===== src/design/slst_pkg.sv =====
`timescale 1ns / 1ps
package slst_pkg;

	localparam int CAPACITY   = 64;
	localparam int VALUE_BITS = 32;
	localparam int POS_W      = 7;
	localparam int CNT_W      = $clog2(CAPACITY + 1);

	typedef logic signed [VALUE_BITS-1:0] value_t;
	typedef logic [POS_W-1:0] pos_t;
	typedef logic [CNT_W-1:0] cnt_t;

	typedef enum logic [1:0] {
		CMD_INSERT = 2'd0,
		CMD_DELETE = 2'd1,
		CMD_GET    = 2'd2,
		CMD_SEARCH = 2'd3
	} cmd_t;

	typedef struct packed {
		cmd_t   cmd;
		value_t value;
		pos_t   position;
	} req_t;

	typedef struct packed {
		logic   ok;
		value_t value_out;
		pos_t   found_position;
		pos_t   count;
		logic   empty_res;
	} rsp_t;

	// per-cell controls from the top level
	typedef struct packed {
		logic valid;
		logic ins;
		logic del;
	} cell_ctl_t;

	// per-cell compare results
	typedef struct packed {
		logic lt;
		logic eq;
	} cell_flag_t;

endpackage


===== src/design/slst_cell.sv =====
`timescale 1ns / 1ps
module slst_cell (
	input  logic                   clk,
	input  slst_pkg::cell_ctl_t    ctl,
	input  slst_pkg::value_t       val,
	input  logic                   left_lt,
	input  slst_pkg::value_t       left_entry,
	input  slst_pkg::value_t       right_entry,
	output slst_pkg::cell_flag_t   flags,
	output slst_pkg::value_t       entry
);
	import slst_pkg::*;

	value_t entry_q;

	assign flags.lt = ctl.valid && (entry_q < val);
	assign flags.eq = ctl.valid && (entry_q == val);
	assign entry    = entry_q;

	// insert: keep if smaller, take the new value at the boundary, else shift right; delete: shift left
	always_ff @(posedge clk) begin
		if (ctl.ins && !flags.lt) begin
			entry_q <= left_lt ? val : left_entry;
		end else if (ctl.del) begin
			entry_q <= right_entry;
		end
	end

endmodule


===== config.mk =====
export PLATFORM = sky130hd
export DESIGN_NAME = slst_cell
export DESIGN_NICKNAME = d
export VERILOG_FILES = /design/src/design/slst_pkg.sv /design/src/design/slst_cell.sv
export SDC_FILE = /design/constraint.sdc
export NUM_CORES = 1
export LEC_CHECK = 0
export BUFFER_PORTS_ARGS = -buffer_cell sky130_fd_sc_hd__buf_2
export CORE_MARGIN = 10
export CORE_UTILIZATION = 40
export CTS_BUF_LIST = sky130_fd_sc_hd__clkbuf_4
export CTS_CLUSTER_SIZE = 20
export DETAILED_ROUTE_END_ITERATION = 10
export PLACE_DENSITY = 0.69
export SLEW_MARGIN = 20
export SYNTH_ARGS = -nofsm -noshare
export SYNTH_HDL_FRONTEND = slang
export SYNTH_SLANG_ARGS = --single-unit

===== constraint.sdc =====
create_clock -name clk -period 4.4 [get_ports clk]
set_input_delay 0.88 -clock clk [delete_from_list [all_inputs] [get_ports clk]]
set_output_delay 0.88 -clock clk [all_outputs]
set_load 0.03 [all_outputs]

==> results.tsv <==
metric	value	unit
status	completed	
die_x	109.2	um
tightest_slew	1.011	ns
pre_cts_slack	0.4514	ns
combPwrFrac	56.2	%
htree_levels	2	
ioPinCount	135	
synth_enable_flop_cells	32	
cts_post_setup_buffers_inserted	0	
hold_buffers	0	
grt_overflow	0	
final_hold_viol_count	0	
final.min_clock_period	3.840	ns
fin_nets	625	
die_area	11920	um2
switchingPower	0.7199	mW
grt_pass1_vias	3138	
setup_ws	0.5603	ns
finalSetupTns	0	ns
swShare	44.75	%
syn_area	3182	um2
ys_ff_latch	32	
drtPass1Iterations	4	
cts_resized	0	
whs	0.9078	ns
final_cells	596	
path_cells	buf_2 -> inv_1 -> ha_1 -> a21o_1 -> a221o_1 -> a22oi_2 -> a41oi_1 -> nor3b_4 -> and2_1 -> buf_2	
drv_cap	0	
vdd_ir_drop_max	0.1651	mV
finalCritPeriodShare	87.27	%
multiInputGateArea	1976	um2
critical_path_class	in2out	
avgRoutedWirePerCell	15.89	um
seqCellArea	960.9	um2
synthCells	368	
syn_nets	501	
drt_wl_total	9473	um
cts_root_buffer	clkbuf_4	
total_power	1.609	mW
start_util	41.18	%
syn_avg_cell_area	8.646	um2
relSlewSlack	32.58	%
coreArea	7727	um2
critPathMostFrequentCell	buf_2	
synth_common_cells	nand2_1, o21ai_0, mux2i_1	
p_seq_share	32.6	%
synthArstFlopShare	0	%
leakagePower	2.014	nW
n_fill_cell	732	
synth-main-ff-cell	edfxtp_1	
clock_latency	0.34	ns
grt_antenna_before_repair	1	
cp.required	3.52	ns
synth_top_area_share	30.20	%
cts_buffers	5	
synth_area_leaders	edfxtp_1, mux2i_1, ha_1	
via_count	3094	
clk_pin_slew	0.11	ns
area_delta_synth_final	25.80	%
setup_viol	0	
worstSetupStartpointType	input pin	
power_per_cell_area	402.0	nW/um2
dp.cells	585	
clkPwrFrac	11.2	%
cp_max_fo	4	
hp-class	in2reg	
fmax	260.4	MHz
drc	0	
gp_congestion	0.7962	
largest_register_ffs	32	
internal_power	0.8890	mW
grt_max_degree	65	
rows	32	
die_y	109.2	um
cp-end-kind	output port	
yosysTopAreaCell	edfxtp_1	
port_buffers	134	
finalClockSkew	0.008382	ns
critPathMaxStageDelay	0.36	ns
grt_usage	15.41	%
cpMaxStageDelayCell	a221o_1	
rsz0062_at_grt	false	
drt_iter0_markers	77	
clock_sinks	32	
ant_nets	0	
final_max_slew_viol_count	0	
yosysUniqueCellTypes	30	
final_layout_size_suffix_gt1_share	31.44	%
grt_pass1_wl	14860	um
cp_data_arrival_time	2.96	ns
yosysMostFrequentCell	nand2_1	
seq_area_frac_synth	30.20	%
place_hpwl	7570	um
yosys_warnings	0	
cts_tree	built	
vias_per_cell	5.191	
clock_path_buffers	2	
==> final timing paths <==
kind | startpoint | end | slack [ns] | cells after the start
hold reg to reg | entry[15] | entry[24] | 1.40 | 6
hold / removal | right_entry[0] | entry[0] | 0.91 | 3
setup / recovery | val[17] | flags[1] | 0.56 | 10
setup reg to reg | entry[29] | entry[22] | 1.30 | 8
==> layer usage <==
metal  routed length (um)  global-route usage (%)  vias to the layer above
li1                     -                       -                     1558
met1                 4036                   17.74                     1432
met2                 4595                   27.34                       91
met3                  681                   4.012                       13
met4                  159                   4.647                        0
met5                    0                       0                        -
==> cell usage in the layout, fill, tap and decap left out, types with 2 or more instances in the layout <==
| cell type | count |
|---|---|
| inv_1 | 35 |
| nand4_1 | 7 |
| edfxtp_1 | 32 |
| nand2b_1 | 2 |
| clkbuf_4 | 7 |
| a21oi_1 | 11 |
| nor4_2 | 2 |
| buf_4 | 3 |
| buf_2 | 134 |
| ha_1 | 32 |
| o21ai_0 | 68 |
| mux2i_1 | 64 |
| a21o_1 | 2 |
| buf_16 | 2 |
| nand2_1 | 72 |
| nor2_1 | 5 |
==> worst max-delay path: cells and delay by family <==
family	cells	cell delay [ns]
buffers and inverters	3	0.33
AOI/OAI and AO/OA	4	0.95
adders and majority gates	1	0.30
and+or+nand+nor	2	0.50
==> power by group through the flow <==
stage	Sequential, mW	Clock, mW	Combinational, mW
2_1_floorplan	0.715	0	0.503
3_3_place_gp	0.528	0	0.880
3_5_place_dp	0.533	0	0.903
4_1_cts	0.526	0.185	0.907
5_1_grt	0.534	0.196	1.00
6_report	0.524	0.180	0.905
==> cells by family after synthesis <==
group | share of synthesized area (%)
and+or+nand+nor | 13.09
AOI/OAI and AO/OA | 15.38
muxes | 20.13
buffers and inverters | 8.612
adders and majority gates | 12.58
DFF | 30.20
==> area by class of cell <==
class                   instances  share of cell area (%)
multi-input cells             279                   49.36
well taps                     102                   3.188
clock inverters                 1                 0.09378
repair buffers                139                   18.69
inverters                      35                   3.282
clock buffers                   7                   1.313
diodes                          1                 0.06252
flip-flops and latches         32                   24.01
==> stage by stage <==
| step | cell area [um2] | utilization (%) |
|---|---|---|
| after floorplan | 3188 | - |
| after global placement | 3889 | 50.32 |
| after detailed placement | 3889 | 50.32 |
| after CTS | 3945 | 51.05 |
| after global routing | 4003 | 51.80 |
| final | 4003 | 51.80 |
(Power assumes the default switching activity.)
